===== config.mk =====
export PLATFORM = sky130hd
export DESIGN_NAME = touch_point_calibrator
export DESIGN_NICKNAME = d
export VERILOG_FILES = /design/src/design/tpc_pkg.sv /design/src/design/tpc_coord_map.sv /design/src/design/touch_point_calibrator.sv
export SDC_FILE = /design/constraint.sdc
export NUM_CORES = 2
export LEC_CHECK = 0
export BUFFER_PORTS_ARGS = -buffer_cell sky130_fd_sc_hd__clkbuf_2
export CORE_MARGIN = 2
export CORE_UTILIZATION = 45
export DETAILED_ROUTE_END_ITERATION = 12
export GPL_TIMING_DRIVEN = 0
export PLACE_DENSITY = 0.59
export SLEW_MARGIN = 0
export SYNTH_ARGS = -nofsm -noshare
export SYNTH_HDL_FRONTEND = slang
export SYNTH_HIERARCHICAL = 1
export SYNTH_SLANG_ARGS = --single-unit

===== constraint.sdc =====
create_clock -name i_clk -period 8.13 [get_ports i_clk]
set_input_delay 1.626 -clock i_clk [delete_from_list [all_inputs] [get_ports i_clk]]
set_output_delay 1.626 -clock i_clk [all_outputs]
set_load 0.02 [all_outputs]

===== src/design/tpc_pkg.sv =====
// Shared constants, types and register codes for the touch point calibrator.
// No dependencies; used by tpc_coord_map and touch_point_calibrator.
`default_nettype none

package tpc_pkg;

    localparam int SCREEN_WIDTH  = 320;
    localparam int SCREEN_HEIGHT = 240;

    localparam int RAW_W   = 12;               // one ADC conversion
    localparam int COEF_W  = 32;               // Q16.16 coefficient
    localparam int FRAC_W  = 16;
    localparam int PIX_W   = 12;               // clamped pixel, screens up to 4096
    localparam int PX_W    = 9;                // point_x field
    localparam int PY_W    = 8;                // point_y field
    localparam int PROD_W  = COEF_W + RAW_W + 1;
    localparam int ACC_W   = PROD_W + 2;
    localparam int IDX_W   = 3;

    localparam logic [RAW_W-1:0]  FAIL_MARK   = 12'hFFF;
    localparam logic [RAW_W-1:0]  LIMIT_RESET = 12'd1200;
    localparam logic [COEF_W-1:0] GAIN_ONE    = 32'h0001_0000;

    localparam logic [PIX_W-1:0] X_MAX = PIX_W'(SCREEN_WIDTH - 1);
    localparam logic [PIX_W-1:0] Y_MAX = PIX_W'(SCREEN_HEIGHT - 1);

    localparam logic [IDX_W-1:0] CFG_COEF_XX  = 3'd0;
    localparam logic [IDX_W-1:0] CFG_COEF_XY  = 3'd1;
    localparam logic [IDX_W-1:0] CFG_OFFSET_X = 3'd2;
    localparam logic [IDX_W-1:0] CFG_COEF_YX  = 3'd3;
    localparam logic [IDX_W-1:0] CFG_COEF_YY  = 3'd4;
    localparam logic [IDX_W-1:0] CFG_OFFSET_Y = 3'd5;
    localparam logic [IDX_W-1:0] CFG_PRES_LIM = 3'd6;

    typedef struct packed {
        logic mul_en;   // load products from the input stage
        logic sum_en;   // load clamped pixel from the products
    } t_stage_en;

endpackage

`default_nettype wire


===== src/design/tpc_coord_map.sv =====
// One screen coordinate: two Q16.16 products, offset sum, clamp and floor.
// Two register stages; depends on tpc_pkg.
`default_nettype none

module tpc_coord_map (
    input  wire                                i_clk,
    input  wire tpc_pkg::t_stage_en            i_en,
    input  wire [tpc_pkg::RAW_W-1:0]           i_avg_x,
    input  wire [tpc_pkg::RAW_W-1:0]           i_avg_y,
    input  wire [tpc_pkg::COEF_W-1:0]          i_gain_a,
    input  wire [tpc_pkg::COEF_W-1:0]          i_gain_b,
    input  wire [tpc_pkg::COEF_W-1:0]          i_offset,
    input  wire [tpc_pkg::PIX_W-1:0]           i_max,
    output logic [tpc_pkg::PIX_W-1:0]          o_pixel
);

    logic signed [tpc_pkg::PROD_W-1:0] r_prod_a, r_prod_b;
    logic signed [tpc_pkg::COEF_W-1:0] r_offset;
    logic signed [tpc_pkg::ACC_W-1:0]  w_acc;
    logic        [tpc_pkg::ACC_W-1:0]  w_top;
    logic        [tpc_pkg::PIX_W-1:0]  n_pixel, r_pixel;

    always_ff @(posedge i_clk) begin
        if (i_en.mul_en) begin
            r_prod_a <= $signed(i_gain_a) * $signed({1'b0, i_avg_x});
            r_prod_b <= $signed(i_gain_b) * $signed({1'b0, i_avg_y});
            r_offset <= $signed(i_offset);
        end
    end

    assign w_acc = {{2{r_prod_a[tpc_pkg::PROD_W-1]}}, r_prod_a}
                 + {{2{r_prod_b[tpc_pkg::PROD_W-1]}}, r_prod_b}
                 + {{(tpc_pkg::ACC_W-tpc_pkg::COEF_W){r_offset[tpc_pkg::COEF_W-1]}}, r_offset};

    assign w_top = {{(tpc_pkg::ACC_W-tpc_pkg::PIX_W-tpc_pkg::FRAC_W){1'b0}},
                    i_max, {tpc_pkg::FRAC_W{1'b0}}};

    // below zero clamps to 0; past the last pixel clamps to it; else floor
    always_comb begin
        if (w_acc[tpc_pkg::ACC_W-1]) begin
            n_pixel = '0;
        end else if (unsigned'(w_acc) > w_top) begin
            n_pixel = i_max;
        end else begin
            n_pixel = w_acc[tpc_pkg::FRAC_W +: tpc_pkg::PIX_W];
        end
    end

    always_ff @(posedge i_clk) begin
        if (i_en.sum_en) begin
            r_pixel <= n_pixel;
        end
    end

    assign o_pixel = r_pixel;

endmodule

`default_nettype wire


===== src/design/touch_point_calibrator.sv =====
// Touch point calibrator: sample qualification, pair averaging, affine map.
// Each accepted beat moves through the input, product, pixel and output registers.
// Throughput: one sample per cycle while m_axis_tready holds high; each register
// advances when the stage after it is empty or moving, so gaps close up.
// Reset (i_rst_n, synchronous): pipeline emptied, identity gains, zero offsets,
// pressure limit 1200, held point (0,0). Depends on tpc_pkg, tpc_coord_map.
`default_nettype none

module touch_point_calibrator (
    input  wire         i_clk,
    input  wire         i_rst_n,
    input  wire         s_axis_tvalid,
    output logic        s_axis_tready,
    // [11:0] pressure, [23:12] x_first, [35:24] y_first,
    // [47:36] x_second, [59:48] y_second, [63:60] zero
    input  wire  [63:0] s_axis_tdata,
    // [0] pen_down
    input  wire  [0:0]  s_axis_tuser,
    output logic        m_axis_tvalid,
    input  wire         m_axis_tready,
    // [8:0] point_x, [16:9] point_y, [23:17] zero
    output logic [23:0] m_axis_tdata,
    // [0] pressed
    output logic [0:0]  m_axis_tuser,
    input  wire         i_cfg_valid,
    output logic        o_cfg_ready,
    input  wire  [tpc_pkg::IDX_W-1:0]  i_cfg_index,
    input  wire  [tpc_pkg::COEF_W-1:0] i_cfg_data
);

    logic [tpc_pkg::COEF_W-1:0] r_coef_xx, r_coef_xy, r_offset_x;
    logic [tpc_pkg::COEF_W-1:0] r_coef_yx, r_coef_yy, r_offset_y;
    logic [tpc_pkg::RAW_W-1:0]  r_pres_lim;

    logic r_s1_valid, r_s2_valid, r_s3_valid, r_out_valid;
    logic r_s1_touch, r_s2_touch, r_s3_touch, r_out_pressed;
    logic w_out_en, w_s3_en, w_s2_en, w_s1_en;

    logic [tpc_pkg::RAW_W-1:0] w_pres, w_x1, w_y1, w_x2, w_y2;
    logic [tpc_pkg::RAW_W:0]   w_sum_x, w_sum_y;
    logic                      w_touch;
    logic [tpc_pkg::RAW_W-1:0] r_avg_x, r_avg_y;

    logic [tpc_pkg::PIX_W-1:0] w_pix_x, w_pix_y;
    logic [tpc_pkg::PX_W-1:0]  r_held_x;
    logic [tpc_pkg::PY_W-1:0]  r_held_y;

    tpc_pkg::t_stage_en w_en;

    // configuration: always ready; writes must land while the pipeline is idle, which the block does not enforce
    assign o_cfg_ready = 1'b1;

    always_ff @(posedge i_clk) begin
        if (!i_rst_n) begin
            r_coef_xx  <= tpc_pkg::GAIN_ONE;
            r_coef_xy  <= '0;
            r_offset_x <= '0;
            r_coef_yx  <= '0;
            r_coef_yy  <= tpc_pkg::GAIN_ONE;
            r_offset_y <= '0;
            r_pres_lim <= tpc_pkg::LIMIT_RESET;
        end else if (i_cfg_valid) begin
            case (i_cfg_index)
                tpc_pkg::CFG_COEF_XX:  r_coef_xx  <= i_cfg_data;
                tpc_pkg::CFG_COEF_XY:  r_coef_xy  <= i_cfg_data;
                tpc_pkg::CFG_OFFSET_X: r_offset_x <= i_cfg_data;
                tpc_pkg::CFG_COEF_YX:  r_coef_yx  <= i_cfg_data;
                tpc_pkg::CFG_COEF_YY:  r_coef_yy  <= i_cfg_data;
                tpc_pkg::CFG_OFFSET_Y: r_offset_y <= i_cfg_data;
                tpc_pkg::CFG_PRES_LIM: r_pres_lim <= i_cfg_data[tpc_pkg::RAW_W-1:0];
                default: ;
            endcase
        end
    end

    // stage enables: a stage moves when the one after it is empty or moving
    assign w_out_en = !r_out_valid || m_axis_tready;
    assign w_s3_en  = !r_s3_valid || w_out_en;
    assign w_s2_en  = !r_s2_valid || w_s3_en;
    assign w_s1_en  = !r_s1_valid || w_s2_en;
    assign s_axis_tready = w_s1_en;

    assign w_en.mul_en = w_s2_en;
    assign w_en.sum_en = w_s3_en;

    assign w_pres = s_axis_tdata[11:0];
    assign w_x1   = s_axis_tdata[23:12];
    assign w_y1   = s_axis_tdata[35:24];
    assign w_x2   = s_axis_tdata[47:36];
    assign w_y2   = s_axis_tdata[59:48];

    assign w_touch = s_axis_tuser[0] && (w_pres < r_pres_lim)
                  && (w_x1 != tpc_pkg::FAIL_MARK) && (w_y1 != tpc_pkg::FAIL_MARK);
    assign w_sum_x = {1'b0, w_x1} + {1'b0, w_x2};
    assign w_sum_y = {1'b0, w_y1} + {1'b0, w_y2};

    always_ff @(posedge i_clk) begin
        if (!i_rst_n) begin
            r_s1_valid  <= 1'b0;
            r_s2_valid  <= 1'b0;
            r_s3_valid  <= 1'b0;
            r_out_valid <= 1'b0;
        end else begin
            if (w_s1_en)  r_s1_valid  <= s_axis_tvalid;
            if (w_s2_en)  r_s2_valid  <= r_s1_valid;
            if (w_s3_en)  r_s3_valid  <= r_s2_valid;
            if (w_out_en) r_out_valid <= r_s3_valid;
        end
    end

    always_ff @(posedge i_clk) begin
        if (w_s1_en) begin
            r_s1_touch <= w_touch;
            r_avg_x    <= w_sum_x[tpc_pkg::RAW_W:1];
            r_avg_y    <= w_sum_y[tpc_pkg::RAW_W:1];
        end
        if (w_s2_en) r_s2_touch <= r_s1_touch;
        if (w_s3_en) r_s3_touch <= r_s2_touch;
    end

    tpc_coord_map u_map_x (
        .i_clk    (i_clk),
        .i_en     (w_en),
        .i_avg_x  (r_avg_x),
        .i_avg_y  (r_avg_y),
        .i_gain_a (r_coef_xx),
        .i_gain_b (r_coef_xy),
        .i_offset (r_offset_x),
        .i_max    (tpc_pkg::X_MAX),
        .o_pixel  (w_pix_x)
    );

    tpc_coord_map u_map_y (
        .i_clk    (i_clk),
        .i_en     (w_en),
        .i_avg_x  (r_avg_x),
        .i_avg_y  (r_avg_y),
        .i_gain_a (r_coef_yx),
        .i_gain_b (r_coef_yy),
        .i_offset (r_offset_y),
        .i_max    (tpc_pkg::Y_MAX),
        .o_pixel  (w_pix_y)
    );

    // held point updates in sample order as each pressed beat enters the output register
    always_ff @(posedge i_clk) begin
        if (!i_rst_n) begin
            r_held_x <= '0;
            r_held_y <= '0;
        end else if (w_out_en && r_s3_valid && r_s3_touch) begin
            r_held_x <= w_pix_x[tpc_pkg::PX_W-1:0];
            r_held_y <= w_pix_y[tpc_pkg::PY_W-1:0];
        end
    end

    always_ff @(posedge i_clk) begin
        if (w_out_en) begin
            r_out_pressed <= r_s3_touch;
        end
    end

    assign m_axis_tvalid = r_out_valid;
    assign m_axis_tuser  = r_out_pressed;
    assign m_axis_tdata  = {7'b0, r_held_y, r_held_x};

endmodule

`default_nettype wire

==> flow_metrics.tcl <==
set metrics [dict create \
    status "complete, no violations" \
    worst_path_most_repeated_cell "fa_1" \
    rows 154 \
    clk_pin_slew_ps 60 \
    cts_made_buffers 60 \
    layout_commonest_cell "inv_1" \
    finalHoldViolCount 0 \
    hold_depth 0 \
    worstSetupPathDepth 22 \
    ant_nets 0 \
    maxCapViolCount 0 \
    crit_path_end_kind "register" \
    setup_viol 0 \
    crit_chain "clkbuf_1, and2_1, fa_1, inv_1, fa_1, inv_1, fa_1, fa_1, inv_1, fa_1, inv_1, ha_1, nor3_1, a21boi_0, o31ai_1, o311a_1, o31ai_2, o21ai_0, nor2_1, o211ai_1, a21oi_1, xnor2_1" \
    intPower_w 0.00677 \
    cts_root_buffer "clkbuf_16" \
    cpPeakStageDelay_ps 730 \
    path_max_fanout 11 \
    cts_max_path_buffers 3 \
    chipWidth_um 426 \
    critPathTopFamily "compound AO/OA/AOI/OAI gates" \
    via_count 60400 \
    grt_pass1_wl_um 377000 \
    seq_power_share_pct 28.3 \
    p_total_w 0.0123 \
    worst-path-buf-inv 5 \
    cp-start-kind "register" \
    hold_buffers 0 \
    worst_pin_slew_ps 1400 \
    die_y_um 426 \
    min_period_ps 7860 \
    layout_common_cells "1860 x inv_1, 1470 x nand2_1, 1446 x fa_1" \
    core_mm2 0.176 \
    layout-drive-gt1-share_pct 3.71 \
    ff2ff_setup_slack_ps 270 \
    area_growth_pct 7.69 \
    htreeDepth 2 \
    syn-cell-area_mm2 0.0801 \
    cts_tree "yes" \
    antenna_found_initial 21 \
    drc 0 \
    syn_area_per_cell_um2 9.06 \
    dp_hpwl_um 198000 \
    min_path_type "reg2reg" \
    slew_violations 0 \
    max_freq_ghz 0.127 \
    die-area_mm2 0.181 \
    cp_slowest_cell "edfxtp_1" \
    post-route-period-util_pct 96.7 \
    crit_required_ps 8550 \
    routed_wl_um 245000 \
    start_util_pct 45.4 \
    clkLatencyLatePin_ps 680 \
    first_pass_iters 6 \
    via_per_inst 5.24 \
    io_pins 133 \
    first_iter_violations 3936 \
    clockPowerShare_pct 22.6 \
    arrival_ps 8280 \
    r2r.worst_path.cells 22 \
    routedWlPerCell_um 21.3 \
    first_global_vias 63600 \
    fin_nets 11200 \
    p_switching_w 0.00549 \
    grt_usage_pct 27.5 \
    power_leakage_nw 42.1 \
    power_density_mw_per_mm2 142 \
    path_class "reg2reg" \
    overflow 0 \
    portBuffers 119 \
    syn_inst 8844 \
    rsz0062_at_grt "true" \
    irDropWorstVdd_uv 195 \
    p_sw_share_pct 44.8 \
    grt_start_max_net_pins 104 \
    gp_congestion 0.938 \
    setup-tns-final_ps 0 \
    slew_headroom_pct 6.78 \
    ys_warn_count 6 \
    fin_worst_skew_ps 28.7 \
    comb_power_share_pct 49.1 \
    cts.sinks 514 \
]
## what timing repair did
item / CTS / global route
buffers inserted: 20 / 15
cloned: 0 / 0
pin swaps: 0 / 0
endpoints found under the setup margin: 6 / 14
resized for setup: 1 / 3
## registers in the layout, indices dropped and copies added (netlist names), 8 cells and up
register,cells
r_pres_lim,12
r_avg_y,12
u_map_x/o_pixel,9
u_map_x/r_prod_a,45
r_coef_xy,32
r_held_x,9
u_map_x/r_prod_b,45
r_avg_x,12
r_offset_y,32
r_coef_yy,32
r_held_y,8
u_map_y/r_prod_a,45
u_map_y/o_pixel,8
u_map_x/r_offset,32
r_coef_yx,32
u_map_y/r_prod_b,45
r_coef_xx,32
r_offset_x,32
u_map_y/r_offset,32
## layout make-up
cell class / count / area (um^2)
flip-flops and latches: 514 / 13200
clock buffers: 81 / 1650
fillers: 17000 / 90200
well taps: 2340 / 2930
clock inverters: 33 / 329
diodes: 18 / 45.0
repair buffers: 157 / 1020
inverters: 1861 / 6990
multi-input cells: 6102 / 58500
plain buffers: 409 / 1630
## stage by stage
| step | std cells | instance area (um^2) | worst slack (ps) | util, % | hold slack, ps |
|---|---|---|---|---|---|
| 2_1_floorplan | 8888 | 80300 | 884 | - | 400 |
| 3_3_place_gp | 11300 | 83800 | -1490 | 47.5 | 412 |
| 3_5_place_dp | 11400 | 83900 | -410 | 47.5 | 406 |
| 4_1_cts | 11500 | 86100 | 59.4 | 48.8 | 421 |
| 5_1_grt | 11500 | 86300 | -107 | 48.9 | 429 |
| 6_report | 11500 | 86300 | 266 | 48.9 | 426 |
## routing by layer
layer  wire [um]  vias to the layer above  track usage, %
met4       13200                        4            13.1
met1       99300                    30600            35.2
li1            -                    27600               -
met5          23                        -               0
met3       13700                      427            3.48
met2      119000                     1770            46.3
## worst reg2reg max path, cell delays in order, from the launching register on
cell and delay, ps:
edfxtp_1 730, clkbuf_1 720, and2_1 270, fa_1 400, inv_1 90, fa_1 390
inv_1 80, fa_1 460, fa_1 510, inv_1 60, fa_1 530, inv_1 40
ha_1 210, nor3_1 240, a21boi_0 550, o31ai_1 290, o311a_1 450, o31ai_2 520
o21ai_0 360, nor2_1 250, o211ai_1 180, a21oi_1 210, xnor2_1 80
## power by group through the flow
stage | clock network (W) | logic (W) | registers (W)
floorplan | 0 | 0.00395 | 0.00333
detailed placement | 0 | 0.00575 | 0.00365
global placement | 0 | 0.00568 | 0.00365
CTS | 0.00284 | 0.00592 | 0.00354
global route | 0.00293 | 0.00668 | 0.00350
finish | 0.00277 | 0.00601 | 0.00347
## final timing paths
path	start	endpoint
max	r_avg_y[3]	u_map_x/r_prod_b[43]
min	r_offset_x[27]	u_map_x/r_offset[27]
max reg2reg	r_avg_y[3]	u_map_x/r_prod_b[43]
min reg2reg	r_offset_x[27]	u_map_x/r_offset[27]
Power figures use the tool's default switching activity.
